[config.mk]
export PLATFORM = sky130hd
export DESIGN_NAME = earliest_free_worker_scheduler_top
export DESIGN_NICKNAME = d
export VERILOG_FILES = /design/src/rtl/core/efws_pkg.sv /design/src/rtl/core/efws_select.sv /design/src/rtl/core/earliest_free_worker_scheduler_top.sv
export SDC_FILE = /design/constraint.sdc
export NUM_CORES = 2
export LEC_CHECK = 0
export BUFFER_PORTS_ARGS = -buffer_cell sky130_fd_sc_hd__buf_2
export CORE_MARGIN = 4
export CORE_UTILIZATION = 52
export DETAILED_ROUTE_END_ITERATION = 8
export MAX_ROUTING_LAYER = met4
export PLACE_DENSITY = 0.66
export SYNTH_ARGS = -nofsm -noshare
export SYNTH_HDL_FRONTEND = slang
export SYNTH_SLANG_ARGS = --single-unit
[constraint.sdc]
create_clock -name i_clk -period 54.4 [get_ports i_clk]
set_clock_uncertainty 0.05 [all_clocks]
set_input_delay 10.88 -clock i_clk [delete_from_list [all_inputs] [get_ports i_clk]]
set_output_delay 10.88 -clock i_clk [all_outputs]
set_load 0.02 [all_outputs]
[src/rtl/core/efws_pkg.sv]
// Shared types and constants for the earliest-free-worker scheduler.
package efws_pkg;

    // Built worker count and derived widths
    localparam int WORKERS = 16;
    localparam int IDX_W   = (WORKERS > 1) ? $clog2(WORKERS) : 1;
    localparam int CNT_W   = $clog2(WORKERS + 1);
    localparam int LEVELS  = $clog2(WORKERS);
    localparam int LEAVES  = 1 << LEVELS;

    // Field widths
    localparam int ID_W    = 16;
    localparam int DUR_W   = 16;
    localparam int DAY_W   = 32;
    localparam int WRK_W   = 4;
    localparam int CFG_W   = 5;

    // Reset value of the worker count register
    localparam logic [CFG_W-1:0] CFG_RESET = CFG_W'(16);

    // Input beat
    typedef struct packed {
        logic [ID_W-1:0]  job_id;
        logic [DUR_W-1:0] duration;
        logic             last_job;
    } t_in;

    // Result beat
    typedef struct packed {
        logic [WRK_W-1:0] assigned_worker;
        logic [DAY_W-1:0] start_day;
        logic             batch_done;
        logic [DAY_W-1:0] total_days;
    } t_out;

    // Selection key: compared as one unsigned word, smallest wins
    typedef struct packed {
        logic [DAY_W-1:0] finish;
        logic             had;
        logic [ID_W-1:0]  id;
    } t_key;

endpackage

[src/rtl/core/efws_select.sv]
// Parallel minimum tree that picks the worker with the smallest selection key.
module efws_select (
    input  efws_pkg::t_key                     i_key [efws_pkg::WORKERS],
    input  logic [efws_pkg::WORKERS-1:0]       i_vld,
    output logic [efws_pkg::IDX_W-1:0]         o_best
);

    localparam int NODES = 2 * efws_pkg::LEAVES - 1;

    efws_pkg::t_key             node_key [NODES];
    logic                       node_vld [NODES];
    logic [efws_pkg::IDX_W-1:0] node_idx [NODES];

    // Place workers at the leaves, pad unused leaves as invalid
    for (genvar l = 0; l < efws_pkg::LEAVES; l++) begin : g_leaf
        if (l < efws_pkg::WORKERS) begin : g_used
            assign node_key[efws_pkg::LEAVES-1+l] = i_key[l];
            assign node_vld[efws_pkg::LEAVES-1+l] = i_vld[l];
        end else begin : g_pad
            assign node_key[efws_pkg::LEAVES-1+l] = '0;
            assign node_vld[efws_pkg::LEAVES-1+l] = 1'b0;
        end
        assign node_idx[efws_pkg::LEAVES-1+l] = efws_pkg::IDX_W'(l);
    end

    // Reduce pairwise; the left (lower index) child wins on equal keys
    for (genvar n = 0; n < efws_pkg::LEAVES - 1; n++) begin : g_node
        logic take_b;
        assign take_b = node_vld[2*n+2] &&
                        (!node_vld[2*n+1] || (node_key[2*n+2] < node_key[2*n+1]));
        assign node_key[n] = take_b ? node_key[2*n+2] : node_key[2*n+1];
        assign node_vld[n] = node_vld[2*n+1] || node_vld[2*n+2];
        assign node_idx[n] = take_b ? node_idx[2*n+2] : node_idx[2*n+1];
    end

    assign o_best = node_idx[0];

endmodule

[src/rtl/core/earliest_free_worker_scheduler_top.sv]
// Top level of the earliest-free-worker scheduler.
// Datapath: an accepted input beat waits in the input register, and its result beat
// is written to the output register when the worker table takes the job.
// Throughput: one job per cycle unless the output stalls; the worker table is updated
// in the same cycle that the minimum tree picks a worker, so the next job sees the new state.
// Reset: synchronous, active low; clears worker finish days, job flags, the
// running batch maximum and both valid flags, and sets the worker count to 16.
module earliest_free_worker_scheduler_top (
    input  logic                          i_clk,
    input  logic                          i_rst_n,
    input  logic                          i_in_valid,
    output logic                          o_in_ready,
    input  efws_pkg::t_in                 i_in_data,
    output logic                          o_out_valid,
    input  logic                          i_out_ready,
    output efws_pkg::t_out                o_out_data,
    input  logic                          i_cfg_valid,
    output logic                          o_cfg_ready,
    input  logic [efws_pkg::CFG_W-1:0]    i_cfg_data
);

    logic                          r_in_vld;
    efws_pkg::t_in                 r_in;
    logic                          r_out_vld;
    efws_pkg::t_out                r_out;
    logic [efws_pkg::CFG_W-1:0]    r_cfg;
    logic [efws_pkg::DAY_W-1:0]    r_finish [efws_pkg::WORKERS];
    logic [efws_pkg::WORKERS-1:0]  r_had;
    logic [efws_pkg::ID_W-1:0]     r_held   [efws_pkg::WORKERS];
    logic [efws_pkg::DAY_W-1:0]    r_max;

    logic                          advance;
    logic [efws_pkg::CNT_W-1:0]    count_eff;
    logic [efws_pkg::WORKERS-1:0]  in_use;
    efws_pkg::t_key                key [efws_pkg::WORKERS];
    logic [efws_pkg::IDX_W-1:0]    best;
    logic [efws_pkg::DAY_W-1:0]    start;
    logic [efws_pkg::DAY_W:0]      sum;
    logic [efws_pkg::DAY_W-1:0]    fin;
    logic [efws_pkg::DAY_W-1:0]    n_max;
    logic [efws_pkg::IDX_W+efws_pkg::WRK_W-1:0] best_wide;
    efws_pkg::t_out                n_out;

    // Stage handshake
    assign advance     = r_in_vld && (!r_out_vld || i_out_ready);
    assign o_in_ready  = !r_in_vld || advance;
    assign o_cfg_ready = 1'b1;
    assign o_out_valid = r_out_vld;
    assign o_out_data  = r_out;

    // Clamp the worker count to 1..WORKERS
    always_comb begin
        if (r_cfg == '0) begin
            count_eff = efws_pkg::CNT_W'(1);
        end else if (32'(r_cfg) > efws_pkg::WORKERS) begin
            count_eff = efws_pkg::CNT_W'(efws_pkg::WORKERS);
        end else begin
            count_eff = efws_pkg::CNT_W'(r_cfg);
        end
    end

    // Build selection keys; held id counts only once a worker has had a job
    for (genvar w = 0; w < efws_pkg::WORKERS; w++) begin : g_key
        assign in_use[w]     = 32'(count_eff) > w;
        assign key[w].finish = r_finish[w];
        assign key[w].had    = r_had[w];
        assign key[w].id     = r_had[w] ? r_held[w] : '0;
    end

    efws_select u_select (
        .i_key  (key),
        .i_vld  (in_use),
        .o_best (best)
    );

    // Start day, saturating finish day and running batch maximum
    always_comb begin
        start = r_finish[best];
        sum   = {1'b0, start} + (efws_pkg::DAY_W + 1)'(r_in.duration);
        fin   = sum[efws_pkg::DAY_W] ? '1 : sum[efws_pkg::DAY_W-1:0];
        n_max = (fin > r_max) ? fin : r_max;
    end

    // Assemble the result beat
    always_comb begin
        best_wide             = {{efws_pkg::WRK_W{1'b0}}, best};
        n_out.assigned_worker = best_wide[efws_pkg::WRK_W-1:0];
        n_out.start_day       = start;
        n_out.batch_done      = r_in.last_job;
        n_out.total_days      = r_in.last_job ? n_max : '0;
    end

    // Configuration register
    always_ff @(posedge i_clk) begin
        if (!i_rst_n) begin
            r_cfg <= efws_pkg::CFG_RESET;
        end else if (i_cfg_valid) begin
            r_cfg <= i_cfg_data;
        end
    end

    // Input stage: hold the beat until the worker table takes it
    always_ff @(posedge i_clk) begin
        if (!i_rst_n) begin
            r_in_vld <= 1'b0;
        end else if (o_in_ready) begin
            r_in_vld <= i_in_valid;
        end
    end

    always_ff @(posedge i_clk) begin
        if (o_in_ready && i_in_valid) begin
            r_in <= i_in_data;
        end
    end

    // Worker table: update the chosen worker, clear all at the end of a batch
    always_ff @(posedge i_clk) begin
        if (!i_rst_n) begin
            for (int w = 0; w < efws_pkg::WORKERS; w++) begin
                r_finish[w] <= '0;
            end
            r_had <= '0;
            r_max <= '0;
        end else if (advance) begin
            if (r_in.last_job) begin
                for (int w = 0; w < efws_pkg::WORKERS; w++) begin
                    r_finish[w] <= '0;
                end
                r_had <= '0;
                r_max <= '0;
            end else begin
                r_finish[best] <= fin;
                r_had[best]    <= 1'b1;
                r_max          <= n_max;
            end
        end
    end

    // Held job ids need no reset: read only behind the job flag
    always_ff @(posedge i_clk) begin
        if (advance) begin
            r_held[best] <= r_in.job_id;
        end
    end

    // Output register
    always_ff @(posedge i_clk) begin
        if (!i_rst_n) begin
            r_out_vld <= 1'b0;
        end else if (advance) begin
            r_out_vld <= 1'b1;
        end else if (i_out_ready) begin
            r_out_vld <= 1'b0;
        end
    end

    always_ff @(posedge i_clk) begin
        if (advance) begin
            r_out <= n_out;
        end
    end

endmodule

==> run metrics <==
CTS max path bufs=3; Slew @ Worst Pin=1420 ps; Final #Nets=7541; #FFs+latches synth=925; CP arrival=28330 ps; Slew HR=4.77%; Worst Setup End Kind=register; min Tclk post-route=27750 ps; endpoint with the worst hold slack=r_max[30]; global-route wire length before repair=354 mm; die footprint=127000 um2; Rows=127; Core Box Area=120000 um2; Post-CTS Setup Bufs=0; Worst-Skew Late Latency=760 ps; run status=finished, final reports clean; Post-synth top flop=edfxtp_1; Buffers on Ports=113; setup violators final=0; DR vias/cell=6.53; Max Fclk=36.0 MHz; Starting Density=52.5%; vias=55100; CTS root buffer=clkbuf_16; TritonCTS buffer count=104; wire length per cell=29.2 um; hold_buf cts=0; RSZ-0062 raised after global routing=false; Area growth syn-to-layout=9.32%; vias in the first global route=52000; CTS H-tree depth=3; R2R cell count=92; share of post-route cells with drive strength above 1=8.46%; sequential share of the synthesized area=43.1%; gr ovfl total=0; initial DRC count=7022; dpl hpwl=183 mm; R2R Setup Slk=26650 ps; Post-Route WL=246 mm; hold path cells=2; fill cell count=10800; YS warnings=0; Max Cap Viol=0; CP Class=reg -> reg; number of synthesized flops with an enable pin=870; Fin. Hold Viols=0; Slew Limit Fails=0; antenna violation net count after detailed routing=0; cell mode on critical path=o21ai_0; cell taking the most area after synthesis=edfxtp_1; Worst-path clk slew=60 ps; GPL Wtd Cong=1.07; Synth Instances=6745; TritonCTS clock tree=yes; worst hold start=r_max[30]; syn nets=7556; clock net sink count=925; CTS resizes=0; mapped cell area=63100 um2; Die Height=356 um; reg2reg end=r_max[12]; Hold WC Path Type=reg -> reg; largest net degree at the start of global routing=106; overall routing resource usage=39.2%; period utilisation layout=51.0%; slowest cell on the critical path=nor4_1; Crit Reg-Reg Startpoint=r_finish[0][27]; synth cell count leaders=nor2_1, edfxtp_1, nand2_1; Startpoint Class=register; fin util=57.4%; top cell type's share of synthesized area=41.4%; DR pass1 iterations=7; CP max FO=105; slowest stage delay, CP=1180 ps; Ports=115; WP data required=54980 ps; Remaining DRCs=0; top cells by area, synth=edfxtp_1, ha_1, nor2_1; distinct cell type count after synthesis=109; Async S/R FF share, synth=0%; Syn Area/Cell=9.36 um2; most common cell in the netlist=nor2_1; Setup TNS Final=0 ps; chip width=356 um; initial antenna violation count=14
==> cells in the final DEF, fill, tap and decap left out, types with 17 or more instances in the layout <==
cell,instances
or3_1,19
nand3_1,108
mux2i_1,117
inv_1,417
a2111oi_0,46
nor2_1,899
buf_4,133
a31oi_1,92
o221ai_1,19
dfxtp_1,55
o21ai_0,469
mux2_2,55
o31ai_1,17
nand2b_1,26
nor4_1,22
ha_1,767
o211ai_1,62
and2_1,104
a21o_1,72
a211oi_1,70
and4_1,18
clkbuf_16,106
o21a_1,51
nor3_1,101
clkbuf_1,17
nor2b_1,54
nand4_1,137
o22ai_1,105
a21oi_1,467
nand2_1,773
buf_2,113
and3_1,25
a221oi_1,17
clkinv_2,18
edfxtp_1,870
==> through the flow <==
stage | cell area [um2] | worst slack, ps | hold WS (ps) | cells
3_5_place_dp | 65400 | 27880 | 410 | 8236
2_1_floorplan | 63100 | 32240 | 374 | 6745
5_1_grt | 69000 | 25320 | 443 | 8435
4_1_cts | 69000 | 27740 | 425 | 8429
6_report | 69000 | 26650 | 423 | 8439
3_3_place_gp | 65400 | 28390 | 390 | 8236
==> worst max-delay path, delay by kind of cell, from the launching register on <==
kind / cells / cell delay [ps]
simple gates: 35 / 11070
compound gates: 38 / 9690
buf+inv: 11 / 3190
fa+ha+maj: 7 / 2320
mux: 1 / 590
flops: 1 / 490
==> state kept, by name (all words and copies together) (netlist names) <==
signal       flops
r_finish       512
r_held         256
o_out_data      69
r_in            32
r_max           32
r_had           16
r_cfg            5
n_out            1
o_out_valid      1
r_in_vld         1
==> final cells by class <==
class	instances	area [um2]	area share, %
Multi-Input combinational cell	5030	33000	47.9
Clock buffer	126	2760	4.00
Antenna cell	10	25.0	0.0363
Timing Repair Buffer	247	1580	2.30
Tap cell	1612	2020	2.92
Clock inverter	67	758	1.10
Sequential cell	925	27200	39.5
Inverter	422	1590	2.30
==> logic make-up (layout without fill, tap and decap cells) <==
| group | Yosys count | count (layout) | share of synthesized area (%) |
|---|---|---|---|
| AND/OR/NAND/NOR | 2379 | 2379 | 16.9 |
| other | 1 | 11 | 0.00594 |
| flip-flops | 925 | 925 | 43.1 |
| AO/OA/AOI/OAI | 1691 | 1691 | 16.7 |
| multiplexers | 175 | 175 | 2.91 |
| buffers and inverters | 790 | 862 | 4.95 |
| adder cells (fa/ha/maj) | 768 | 768 | 15.2 |
| XOR/XNOR | 16 | 16 | 0.222 |
==> worst max-delay path by stage <==
| stage | slack [ps] | start | cells past startpoint | to |
|---|---|---|---|---|
| 6_report | 26650 | r_finish[0][27] | 92 | r_max[12] |
| 3_3_place_gp | 28390 | r_finish[1][27] | 91 | r_max[1] |
| 4_1_cts | 27740 | r_finish[0][27] | 92 | r_max[12] |
| 3_5_place_dp | 27880 | r_finish[1][27] | 91 | r_max[18] |
| 2_1_floorplan | 32240 | i_out_ready | 2 | o_in_ready |
| 5_1_grt | 25320 | r_finish[0][27] | 92 | r_max[15] |
==> per-layer routing <==
| layer | GRT usage [%] | wire length [um] | share of wire (%) |
|---|---|---|---|
| met5 | - | 0 | 0 |
| met4 | 23.9 | 18700 | 7.6 |
| met3 | 7.98 | 25400 | 10 |
| met2 | 56.8 | 105000 | 43 |
| met1 | 50.5 | 97300 | 40 |
Power is left out: the tool's default activity adds up to more than one toggle a clock period on the data nets, which glitch-free logic cannot reach.
